[src/hw/rtl/wsp_pkg.sv]
// Shared types and constants for the wheel speed tachometer.
// No dependencies; imported by wsp_cfg, wsp_div and the top level.
package wsp_pkg;

	localparam int unsigned DIV_W   = 32;
	localparam int unsigned CFG_IDX_W = 3;

	// register indexes on the configuration channel
	localparam logic [CFG_IDX_W-1:0] CFG_MODULUS  = 3'd0;
	localparam logic [CFG_IDX_W-1:0] CFG_PPR      = 3'd1;
	localparam logic [CFG_IDX_W-1:0] CFG_MIN_PER  = 3'd2;
	localparam logic [CFG_IDX_W-1:0] CFG_MAX_PER  = 3'd3;
	localparam logic [CFG_IDX_W-1:0] CFG_CIRC     = 3'd4;
	localparam logic [CFG_IDX_W-1:0] CFG_TIMEOUT  = 3'd5;

	localparam logic [31:0] RPM_NUM = 32'd600000000;
	localparam logic [19:0] RPM_MAX = 20'd1000000;
	localparam logic [15:0] KMH_MAX = 16'd65535;
	localparam logic [10:0] MS_MAX  = 11'd2047;

	localparam logic EV_SPEED = 1'b0;
	localparam logic EV_STOP  = 1'b1;
	localparam logic KIND_EDGE = 1'b0;
	localparam logic KIND_TICK = 1'b1;

	// effective configuration as seen by the datapath
	typedef struct packed {
		logic [31:0] modulus;   // clamped to at least 2
		logic [3:0]  ppr;       // clamped to at least 1
		logic [31:0] min_per;
		logic [31:0] max_per;
		logic [21:0] circ_um;
		logic [10:0] timeout_ms;
	} cfg_t;

endpackage

[src/hw/rtl/wsp_cfg.sv]
// Configuration register file for the tachometer.
// Depends on wsp_pkg; presents the register set, with modulus and ppr clamped, as a cfg_t.
module wsp_cfg (
	input  logic                          clk,
	input  logic                          arst_n,
	input  logic                          wr_en,
	input  logic [wsp_pkg::CFG_IDX_W-1:0] wr_index,
	input  logic [31:0]                   wr_data,
	output wsp_pkg::cfg_t                 cfg
);
	import wsp_pkg::*;

	logic [31:0] modulus_q;
	logic [3:0]  ppr_q;
	logic [31:0] min_per_q;
	logic [31:0] max_per_q;
	logic [21:0] circ_q;
	logic [10:0] timeout_q;

	always_ff @(posedge clk or negedge arst_n) begin
		if (!arst_n) begin
			modulus_q <= 32'd1000000;
			ppr_q     <= 4'd4;
			min_per_q <= 32'd7500;
			max_per_q <= 32'd100000;
			circ_q    <= 22'd157080;
			timeout_q <= 11'd500;
		end else if (wr_en) begin
			unique case (wr_index)
				CFG_MODULUS: modulus_q <= wr_data;
				CFG_PPR:     ppr_q     <= wr_data[3:0];
				CFG_MIN_PER: min_per_q <= wr_data;
				CFG_MAX_PER: max_per_q <= wr_data;
				CFG_CIRC:    circ_q    <= wr_data[21:0];
				CFG_TIMEOUT: timeout_q <= wr_data[10:0];
				default: ;
			endcase
		end
	end

	always_comb begin
		cfg.modulus    = (modulus_q < 32'd2) ? 32'd2 : modulus_q;
		cfg.ppr        = (ppr_q == 4'd0) ? 4'd1 : ppr_q;
		cfg.min_per    = min_per_q;
		cfg.max_per    = max_per_q;
		cfg.circ_um    = circ_q;
		cfg.timeout_ms = timeout_q;
	end

endmodule

[src/hw/rtl/wsp_div.sv]
// Bit-serial restoring divider: one quotient bit per cycle.
// Depends on wsp_pkg for the operand width; gives quotient and remainder.
module wsp_div (
	input  logic                      clk,
	input  logic                      arst_n,
	input  logic                      start,
	input  logic [wsp_pkg::DIV_W-1:0] dividend,
	input  logic [wsp_pkg::DIV_W-1:0] divisor,
	output logic                      done,
	output logic [wsp_pkg::DIV_W-1:0] quot,
	output logic [wsp_pkg::DIV_W-1:0] rem
);
	import wsp_pkg::*;

	localparam int unsigned CNT_W = $clog2(DIV_W + 1);

	logic [CNT_W-1:0] cnt_q;
	logic             busy_q;
	logic             done_q;
	logic [DIV_W-1:0] q_q;
	logic [DIV_W-1:0] r_q;
	logic [DIV_W-1:0] d_q;
	logic [DIV_W:0]   trial;
	logic             ge;

	// shift the next dividend bit into the partial remainder
	assign trial = {r_q, q_q[DIV_W-1]};
	assign ge    = trial >= {1'b0, d_q};

	always_ff @(posedge clk or negedge arst_n) begin
		if (!arst_n) begin
			cnt_q  <= '0;
			busy_q <= 1'b0;
			done_q <= 1'b0;
		end else begin
			done_q <= 1'b0;
			if (start) begin
				cnt_q  <= CNT_W'(DIV_W);
				busy_q <= 1'b1;
			end else if (busy_q) begin
				cnt_q <= cnt_q - 1'b1;
				if (cnt_q == CNT_W'(1)) begin
					busy_q <= 1'b0;
					done_q <= 1'b1;
				end
			end
		end
	end

	always_ff @(posedge clk) begin
		if (start) begin
			q_q <= dividend;
			r_q <= '0;
			d_q <= divisor;
		end else if (busy_q) begin
			q_q <= {q_q[DIV_W-2:0], ge};
			r_q <= ge ? DIV_W'(trial - {1'b0, d_q}) : trial[DIV_W-1:0];
		end
	end

	assign done = done_q;
	assign quot = q_q;
	assign rem  = r_q;

endmodule

[src/hw/rtl/wheel_speed_from_pulse_captures.sv]
// Wheel speed tachometer: measures revolution spans from edge timestamps and reports
// the span, RPM and km/h, or a single stopped beat after a tick timeout. Depends on
// wsp_pkg, wsp_cfg and wsp_div.
//
// One 32-step bit-serial divider is used in turn for the timestamp reduction, the
// stored start reduction, the RPM quotient and the km/h quotient: a sensor edge is
// reduced modulo the counter, and the edge that closes a revolution also reduces the
// stored start, then runs both quotients when its span gives a reading. s_tready is
// low while an edge is in work.
// A result waits in the output register while the next item is taken. Configuration
// writes are taken in any cycle (cfg_ready is always high) and must be done while idle.
module wheel_speed_from_pulse_captures #(
	parameter int unsigned TIME_BITS = 32
) (
	input  logic                          clk,
	input  logic                          arst_n,
	input  logic                          s_tvalid,
	output logic                          s_tready,
	input  logic [31:0]                   s_tdata,   // [31:0] capture_time
	input  logic                          s_tuser,   // [0] kind
	output logic                          m_tvalid,
	input  logic                          m_tready,
	output logic [71:0]                   m_tdata,   // [31:0] rev_period_us,
	                                                 // [51:32] rpm_x10,
	                                                 // [67:52] speed_kmh_x100, rest zero
	output logic                          m_tuser,   // [0] event_res
	input  logic                          cfg_valid,
	output logic                          cfg_ready,
	input  logic [wsp_pkg::CFG_IDX_W-1:0] cfg_index,
	input  logic [31:0]                   cfg_data
);
	import wsp_pkg::*;

	localparam logic [63:0] TMASK64 = (64'd1 << TIME_BITS) - 64'd1;
	localparam logic [31:0] TMASK   = TMASK64[31:0];

	typedef enum logic [2:0] {
		ST_IDLE, ST_TMOD, ST_SMOD, ST_SPAN, ST_RANGE, ST_RPM, ST_KMH, ST_EMIT
	} state_t;

	cfg_t cfg;

	state_t                state_q;
	logic [3:0]            edge_idx_q;
	logic                  have_start_q;
	logic [TIME_BITS-1:0]  rev_start_q;
	logic [10:0]           ms_q;
	logic                  seen_rev_q;
	logic                  stopped_q;

	logic                  div_go_q;
	logic [DIV_W-1:0]      div_num_q;
	logic [DIV_W-1:0]      div_den_q;
	logic                  div_done;
	logic [DIV_W-1:0]      div_quot;
	logic [DIV_W-1:0]      div_rem;

	logic [TIME_BITS-1:0]  t_q;
	logic [32:0]           sum_q;
	logic [31:0]           span_q;
	logic [31:0]           kmh_num_q;
	logic [19:0]           rpm_q;

	logic                  res_ev_q;
	logic [19:0]           res_rpm_q;
	logic [15:0]           res_kmh_q;

	logic                  m_tvalid_q;
	logic [71:0]           m_tdata_q;
	logic                  m_tuser_q;

	logic                  s_acc;
	logic [10:0]           ms_next;
	logic [3:0]            edge_next;
	logic [32:0]           span_red;
	logic [31:0]           circ_x360;
	logic [31:0]           half_span;
	logic                  out_free;
	logic                  in_range;
	logic                  div_launch;

	wsp_cfg u_cfg (
		.clk      (clk),
		.arst_n   (arst_n),
		.wr_en    (cfg_valid),
		.wr_index (cfg_index),
		.wr_data  (cfg_data),
		.cfg      (cfg)
	);

	wsp_div u_div (
		.clk      (clk),
		.arst_n   (arst_n),
		.start    (div_go_q),
		.dividend (div_num_q),
		.divisor  (div_den_q),
		.done     (div_done),
		.quot     (div_quot),
		.rem      (div_rem)
	);

	assign cfg_ready = 1'b1;
	assign s_tready  = (state_q == ST_IDLE);
	assign s_acc     = s_tvalid && s_tready;
	assign out_free  = !m_tvalid_q || m_tready;

	assign ms_next   = (ms_q < MS_MAX) ? ms_q + 11'd1 : ms_q;
	assign edge_next = edge_idx_q + 4'd1;
	// sum < 2 * modulus, so one conditional subtract finishes the wrap
	assign span_red  = (sum_q >= {1'b0, cfg.modulus}) ? sum_q - {1'b0, cfg.modulus} : sum_q;
	assign circ_x360 = {2'b0, cfg.circ_um, 8'b0} + {4'b0, cfg.circ_um, 6'b0}
	                 + {5'b0, cfg.circ_um, 5'b0} + {7'b0, cfg.circ_um, 3'b0};
	assign half_span = {1'b0, span_q[31:1]};
	assign in_range  = !(span_q < cfg.min_per || span_q > cfg.max_per);

	// states that hand an operand pair to the divider
	assign div_launch = ((state_q == ST_IDLE) && s_acc && (s_tuser == KIND_EDGE))
	                 || ((state_q == ST_TMOD) && div_done && have_start_q
	                     && !(edge_next < cfg.ppr))
	                 || ((state_q == ST_RANGE) && in_range)
	                 || ((state_q == ST_RPM) && div_done);

	always_ff @(posedge clk or negedge arst_n) begin
		if (!arst_n) begin
			state_q      <= ST_IDLE;
			edge_idx_q   <= '0;
			have_start_q <= 1'b0;
			rev_start_q  <= '0;
			ms_q         <= '0;
			seen_rev_q   <= 1'b0;
			stopped_q    <= 1'b1;
			div_go_q     <= 1'b0;
			m_tvalid_q   <= 1'b0;
		end else begin
			div_go_q <= div_launch;
			if (state_q == ST_EMIT && out_free)
				m_tvalid_q <= 1'b1;
			else if (m_tready)
				m_tvalid_q <= 1'b0;

			unique case (state_q)
				ST_IDLE: begin
					if (s_acc) begin
						if (s_tuser == KIND_TICK) begin
							if (seen_rev_q) begin
								ms_q <= ms_next;
								if (ms_next > cfg.timeout_ms && !stopped_q) begin
									stopped_q <= 1'b1;
									res_ev_q  <= EV_STOP;
									span_q    <= '0;
									res_rpm_q <= '0;
									res_kmh_q <= '0;
									state_q   <= ST_EMIT;
								end
							end
						end else begin
							div_num_q <= s_tdata & TMASK;
							div_den_q <= cfg.modulus;
							state_q   <= ST_TMOD;
						end
					end
				end
				ST_TMOD: begin
					if (div_done) begin
						t_q <= div_rem[TIME_BITS-1:0];
						if (!have_start_q) begin
							have_start_q <= 1'b1;
							rev_start_q  <= div_rem[TIME_BITS-1:0];
							edge_idx_q   <= '0;
							state_q      <= ST_IDLE;
						end else if (edge_next < cfg.ppr) begin
							edge_idx_q <= edge_next;
							state_q    <= ST_IDLE;
						end else begin
							// stored start may predate a modulus change
							div_num_q <= DIV_W'(rev_start_q);
							div_den_q <= cfg.modulus;
							state_q   <= ST_SMOD;
						end
					end
				end
				ST_SMOD: begin
					if (div_done) begin
						sum_q   <= 33'(t_q) + {1'b0, cfg.modulus} - {1'b0, div_rem};
						state_q <= ST_SPAN;
					end
				end
				ST_SPAN: begin
					span_q      <= span_red[31:0];
					rev_start_q <= t_q;
					edge_idx_q  <= '0;
					ms_q        <= '0;
					seen_rev_q  <= 1'b1;
					state_q     <= ST_RANGE;
				end
				ST_RANGE: begin
					if (!in_range) begin
						state_q <= ST_IDLE;
					end else begin
						stopped_q <= 1'b0;
						res_ev_q  <= EV_SPEED;
						div_num_q <= RPM_NUM + half_span;
						div_den_q <= span_q;
						kmh_num_q <= circ_x360 + half_span;
						state_q   <= ST_RPM;
					end
				end
				ST_RPM: begin
					if (div_done) begin
						rpm_q     <= (div_quot > 32'(RPM_MAX)) ? RPM_MAX : div_quot[19:0];
						div_num_q <= kmh_num_q;
						div_den_q <= span_q;
						state_q   <= ST_KMH;
					end
				end
				ST_KMH: begin
					if (div_done) begin
						res_rpm_q <= rpm_q;
						res_kmh_q <= (div_quot > 32'(KMH_MAX)) ? KMH_MAX : div_quot[15:0];
						state_q   <= ST_EMIT;
					end
				end
				ST_EMIT: begin
					if (out_free) begin
						m_tuser_q  <= res_ev_q;
						m_tdata_q  <= {4'b0, res_kmh_q, res_rpm_q, span_q};
						state_q    <= ST_IDLE;
					end
				end
				default: state_q <= ST_IDLE;
			endcase
		end
	end

	assign m_tvalid = m_tvalid_q;
	assign m_tdata  = m_tdata_q;
	assign m_tuser  = m_tuser_q;

endmodule

[config.mk]
export PLATFORM = sky130hd
export DESIGN_NAME = wheel_speed_from_pulse_captures
export DESIGN_NICKNAME = d
export VERILOG_FILES = /design/src/hw/rtl/wsp_pkg.sv /design/src/hw/rtl/wsp_cfg.sv /design/src/hw/rtl/wsp_div.sv /design/src/hw/rtl/wheel_speed_from_pulse_captures.sv
export SDC_FILE = /design/constraint.sdc
export NUM_CORES = 1
export LEC_CHECK = 0
export BUFFER_PORTS_ARGS = -buffer_cell sky130_fd_sc_hd__buf_2
export CAP_MARGIN = 20
export CORE_UTILIZATION = 40
export CTS_CLUSTER_SIZE = 12
export DETAILED_ROUTE_END_ITERATION = 10
export GPL_ROUTABILITY_DRIVEN = 1
export SLEW_MARGIN = 40
export SYNTH_ARGS = -nofsm -noshare
export SYNTH_HDL_FRONTEND = slang
export SYNTH_SLANG_ARGS = --single-unit
[constraint.sdc]
create_clock -name clk -period 8.6 [get_ports clk]
set_clock_uncertainty 0.15 [all_clocks]
set_input_delay 0.86 -clock clk [delete_from_list [all_inputs] [get_ports clk]]
set_output_delay 0.86 -clock clk [all_outputs]
set_load 0.05 [all_outputs]
# Yosys cells after proc, flatten, opt, wreduce, memory -nomap -nowiden
# Index checks and enable logic that the tools add are counted.
dict set report classes {
  add_sub_neg 12
  mul 0
  div 0
  order_cmp 10
  n_eq_ne 30
  n_shift 0
  muxes 81
  n_bitwise 2
  n_reduce_logical 50
}
# op n
set ops {}
lappend ops {{$mux 32} 25}
lappend ops {{$pmux 32 s4} 2}
lappend ops {{$pmux 32 s2} 2}
lappend ops {{$mux 20} 5}
lappend ops {{$mux 16} 6}
lappend ops {{$ge 33x32->1} 2}
lappend ops {{$sub 32x32->32} 2}
lappend ops {{$mux 11} 4}
lappend ops {{$pmux 20 s2} 1}
lappend ops {{$add 32x32->33} 1}
lappend ops {{$sub 33x32->33} 1}
lappend ops {{$add 30x31->32 const A} 1}
lappend ops {{$add 31x27->32} 1}
lappend ops {{$add 32x25->32} 1}
lappend ops {{$add 32x31->32} 1}
lappend ops {{$gt 32x16->1 const B} 1}
lappend ops {{$gt 32x20->1 const B} 1}
lappend ops {{$gt 32x32->1} 1}
lappend ops {{$lt 32x2->1 const B} 1}
lappend ops {{$lt 32x32->1} 1}
lappend ops {{$pmux 16 s2} 1}
lappend ops {{$add 30x28->31} 1}
lappend ops {{$mux 3} 10}
lappend ops {{$pmux 3 s8} 1}
lappend ops {{other kinds (35)} 112}
dict set report totals {
  register_bits 611
  latch_bits 0
  ramBits 0
  romBits 0
  inputBits 73
  wordCells 218
  memories 0
}

# Longest topological paths before layout
dict set report logic_depth {
  depth_word 9
  depth_mapped 17
}

# By module
# A second synthesis with hierarchy kept.
dict set report unflattened {
  cells_unflattened 3308
  hier_area_um2 36128.4
}
# mod n_inst cells_per_inst area_per_inst_um2 seq_area_each_um2
set modules_own_cells {}
lappend modules_own_cells {wheel_speed_from_pulse_captures 1 2351 24554.8 10956.8}
lappend modules_own_cells {wsp_div 1 624 6318.6 2762.6}
lappend modules_own_cells {wsp_cfg 1 333 5255.0 3372.0}

# Worst setup path after synthesis
# No wires, ideal clock.
dict set report synth_timing {
  path_type {register to register}
  startpoint {register state_q[0]}
  endpoint {register m_tdata_q[0], in the netlist m_tdata[0], enable pin}
  arrival_time_ns 6.396
  path_slack_ns 1.472
  stages_incl_launch_ff 7
  path_buffers 4
  path_cell_list {dfrtp_1 > clkbuf_1 > buf_1 > clkbuf_1 > clkbuf_1 > nand2_1 > nor3_1}
}
dict set report synth_via {
  elab_chain_len 2
}
# element line
set synth_rtl {}
lappend synth_rtl {{start, declared} wheel_speed_from_pulse_captures.sv:43} ;# state_t state_q;
lappend synth_rtl {{start signal, assigned} wheel_speed_from_pulse_captures.sv:125} ;# state_q <= ST_IDLE;
lappend synth_rtl {{start signal, assigned} wheel_speed_from_pulse_captures.sv:153} ;# state_q <= ST_EMIT;
lappend synth_rtl {{start signal, assigned} wheel_speed_from_pulse_captures.sv:159} ;# state_q <= ST_TMOD;
lappend synth_rtl {{$eq 3x3->1} wheel_speed_from_pulse_captures.sv:141} ;# unique case (state_q)
lappend synth_rtl {{$reduce_and 3->1 (no line)} -}
lappend synth_rtl {{end signal, assigned} wheel_speed_from_pulse_captures.sv:226} ;# m_tdata_q <= {4'b0, res_kmh_q, res_rpm_q, span_q};
lappend synth_rtl {{end, declared} wheel_speed_from_pulse_captures.sv:69} ;# logic [71:0] m_tdata_q;
# No other way between the ends.
# A chain may end at the register's enable or synchronous reset.

# Final worst setup path
dict set report layout_timing {
  startpoint {register u_cfg.modulus_q[28]}
  endpoint {register sum_q[32], data pin}
}
dict set report layout_via {
  elab_chain_len 4
}
# element line
set layout_rtl {}
lappend layout_rtl {{start, declared} wsp_cfg.sv:13} ;# logic [31:0] modulus_q;
lappend layout_rtl {{start signal, assigned} wsp_cfg.sv:30} ;# CFG_MODULUS: modulus_q <= wr_data;
lappend layout_rtl {{$lt 32x2->1} wsp_cfg.sv:42} ;# cfg.modulus = (modulus_q < 32'd2) ? 32'd2 : modulus_q;
lappend layout_rtl {{$mux 32 *} wsp_cfg.sv:42}
lappend layout_rtl {{$add 32x32->33 *} wheel_speed_from_pulse_captures.sv:184} ;# sum_q <= 33'(t_q) + {1'b0, cfg.modulus} - {1'b0, div_rem};
lappend layout_rtl {{$sub 33x32->33 *} wheel_speed_from_pulse_captures.sv:184}
lappend layout_rtl {{end signal, assigned} wheel_speed_from_pulse_captures.sv:184}
lappend layout_rtl {{end, declared} wheel_speed_from_pulse_captures.sv:59} ;# logic [32:0] sum_q;
# Mark *: on every way between the ends. The rest lies on a longest branch, timed or not.

==> flow_summary.json <==
{
  "synthesis.area_per_instance_um2": 11.0,
  "setup.worst_path.end_class": "register",
  "clock_tree.htree_level_count": 3,
  "start_kind": "register",
  "fin_crit_sh_pct": 63.1,
  "hold_ws_ps": 64.0,
  "number_of_antenna_violations_at_the_first_check_in_global_routing": 7,
  "tightestPinTransition_ps": 841,
  "layout-area-overhead-vs-synth_pct": 12.6,
  "die-height_um": 296,
  "grt.busiest_layer": "met2",
  "combinational_family_with_the_most_area_after_synthesis": "compound AO/OA/AOI/OAI gates",
  "ordered_cell_list_for_the_critical_path": "nor4_1 -> nand4_1 -> nor2_1 -> nor2_1 -> inv_1 -> fa_1 -> fa_1 -> a211oi_1 -> nor2_1 -> or4b_1 -> a21oi_2 -> o2111ai_1 -> a31oi_1 -> a21oi_1 -> a21o_1 -> a21oi_1 -> xor2_1",
  "crit_required_ps": 8810,
  "initial_core_util_pct": 40.5,
  "synth.yosys.seq_area_share_pct": 49.5,
  "slew-limit-headroom_pct": 43.6,
  "first_global_vias": 23500,
  "cts_inserted_buffers": 69,
  "detail_route.wl_per_cell_um": 21.0,
  "core_area_mm2": 0.0854,
  "cellLeakagePower_nw": 16.1,
  "clock_insertion_delay_worst_skew_ps": 620,
  "antenna_violating_nets_post_route": 0,
  "most_repeated_library_cell_on_the_critical_path": "nor2_1",
  "die-area_mm2": 0.0876,
  "report.final.hold_viol_count": 0,
  "min_delay_path_class": "primary input to asynchronous set/reset pin",
  "post_cts_resized": 0,
  "cts_buffer_depth": 3,
  "worstSetupPathType": "register to register",
  "drv_slew": 0,
  "yosys_warnings": 0,
  "place.detailed.hpwl_um": 70600,
  "ios": 149,
  "final_core_utilization_pct": 45.5,
  "fin_tns_setup_ps": 0,
  "largest_register_ffs": 68,
  "multiplexer_share_of_the_synthesized_area_pct": 4.78,
  "timing.fmax_mhz": 184,
  "status": "finished clean",
  "gp_congestion": 0.944,
  "share_of_the_synthesized_netlist_area_taken_by_xor_and_xnor_gates_pct": 3.12,
  "rows": 107,
  "globalRouteTotalUtil_pct": 21.6,
  "ys_ff_latch": 611,
  "postSynthCellCount": 3132,
  "synth.lib_cells_used.distinct": 88,
  "cap_viol_max_count": 0,
  "numClockSinks": 611,
  "synth-async-reset-ratio_pct": 32.1,
  "crit_path_max_incr_delay_ps": 550,
  "grt_pass1_wl_um": 142000,
  "total_area_of_multi_input_combinational_cells_mm2": 0.0160,
  "p_per_area_mw_per_mm2": 255,
  "drt_drc_violations_left": 0,
  "seqCellArea_mm2": 0.0171,
  "worst_path_max_delay_cell": "or4b_1",
  "crit_path_max_fanout": 4,
  "port-buffer-count": 143,
  "max-vdd-ir-drop_v": 0.000197,
  "fraction_of_final_layout_cells_with_drive_strength_greater_than_1_pct": 14.4,
  "post_drt_via_cell_ratio": 5.41,
  "setup-violations-final": 0,
  "yosys.area_share.adder_pct": 13.6,
  "detailroute.via_count": 24200,
  "met3_usage_pct": 2.80,
  "grt_setup_unrepaired": "no",
  "synth_compound_gate_area_share_pct": 14.5,
  "detail_route.wirelength_um": 93700,
  "final.fill_count": 7969,
  "global_route.usage.met1_pct": 30.3,
  "post_cts_buffers": 0,
  "synth_simple_gate_area_share_pct": 10.0,
  "setup.worst_path.start": "u_cfg.modulus_q[28]$_DFFE_PN0P_",
  "cp.arrival_ps": 5640,
  "clk_pin_slew_worst_paths_ps": 60,
  "netlist_area_mm2": 0.0346,
  "drtPass1Iterations": 5,
  "detailedRoute.firstIterationViolations": 1915,
  "postCtsHoldBufs": 0,
  "worst_r2r_startpoint": "u_cfg.modulus_q[28]$_DFFE_PN0P_",
  "ys_dominant_reg_cell": "edfxtp_1",
  "finalWorstPathRequiredPeriod_ps": 5430,
  "total_global_routing_overflow": 0,
  "report.power.total_w": 0.00993,
  "cts.root.buffer_cell": "clkbuf_16",
  "layout.nets": 3651,
  "grt_use_met2_pct": 34.3,
  "cts_tree": "built",
  "grt_max_degree": 87,
  "die_w_um": 296,
  "synth_edf_count": 383
}
## cells in the mapped netlist, types with 19 or more instances
cell type / count / share of area, %
edfxtp_1: 383 / 33
nand2_1: 276 / 3.0
inv_1: 270 / 2.9
o21ai_0: 229 / 3.3
ha_1: 221 / 8.0
a21oi_1: 201 / 2.9
dfrtp_1: 160 / 12
nor2_1: 159 / 1.7
mux2_2: 111 / 3.6
clkbuf_1: 99 / 1.1
fa_1: 97 / 5.6
xnor2_1: 81 / 2.1
a21o_1: 73 / 1.6
a211oi_1: 50 / 1.1
o22ai_1: 45 / 0.81
nand4_1: 44 / 0.80
nand3_1: 43 / 0.62
o21a_1: 43 / 0.93
xor2_1: 42 / 1.1
and2_1: 41 / 0.74
mux2i_1: 40 / 1.2
dfstp_2: 36 / 2.7
nor3_1: 35 / 0.51
dfxtp_1: 32 / 1.9
nand2b_1: 29 / 0.53
nor2b_1: 24 / 0.43
a31oi_1: 20 / 0.36
o22a_1: 20 / 0.51
o21bai_1: 19 / 0.41
## placed cells by master, fill, tap and decap left out, types with 73 or more instances in the layout
cell type,n
a21o_1,73
mux2_2,111
nand2_1,274
o21ai_0,229
buf_2,142
clkbuf_16,73
a21oi_1,200
edfxtp_1,383
fa_1,97
dfrtp_1,157
inv_1,270
ha_1,221
nor2_1,154
xnor2_1,81
## final timing paths
path | endpoint | slack [ps] | depth (start not counted)
max | sum_q[32]$_DFFE_PP_ | 3170 | 17
min | rev_start_q[31]$_DFFE_PN0P_ | 60 | 1
min reg2reg | m_tdata[50]$_DFFE_PP_ | 260 | 0
max reg2reg | sum_q[32]$_DFFE_PP_ | 3170 | 17
min in group clk | m_tdata[50]$_DFFE_PP_ | 260 | 0
max in group asynchronous | u_cfg.modulus_q[15]$_DFFE_PN0P_ | 6450 | 3
## area by class of cell
type	instances	share of cell area, %
Antenna cell	3	0.0193
Clock buffer	98	5.02
Clock inverter	29	0.824
Inverter	271	2.62
Multi-Input combinational cell	2129	41.2
Sequential cell	611	44.0
Tap cell	1144	3.68
Timing Repair Buffer	178	2.65
## cell families (layout without fill, tap and decap cells)
family,after synthesis,count (layout)
AO/OA/AOI/OAI,799,799
AND/OR/NAND/NOR,733,733
flip-flops,611,611
buffers and inverters,395,576
adder cells (fa/ha/maj),318,318
multiplexers,151,151
XOR/XNOR,123,123
other,2,8
## worst max-delay path: cells and delay by family, from the launching register on
family | cells | cell delay, ps
AND/OR/NAND/NOR | 6 | 1740
AO/OA/AOI/OAI | 7 | 1700
adder cells (fa/ha/maj) | 2 | 970
flip-flops | 1 | 380
buffers and inverters | 1 | 150
XOR/XNOR | 1 | 80
## report_power, final
group | switching [W] | internal (W) | leakage (nW)
clock network | 0.00121 | 0.00177 | 1.10
logic | 0.00187 | 0.00150 | 8.64
registers | 0.000124 | 0.00345 | 6.35
total | 0.00321 | 0.00672 | 16.1
## per-stage QoR
stage / std cells / setup WS [ps] / area [um^2]
after floorplan: 3135 / 1470 / 34600
after global placement: 4329 / 2910 / 36500
after detailed placement: 4333 / 3220 / 36600
after CTS: 4460 / 3220 / 38900
after global routing: 4461 / 2880 / 38900
final: 4463 / 3170 / 38900
## layer usage
metal  routed length (um)  vias up  share of wire [%]
met3                 5560      139                5.9
met2                42600      689                 45
met4                 2820        0                3.0
li1                     -    11500                  -
met5                    0        -                  0
met1                42800    11800                 46
No activity file was read; power rests on OpenSTA's default activity.
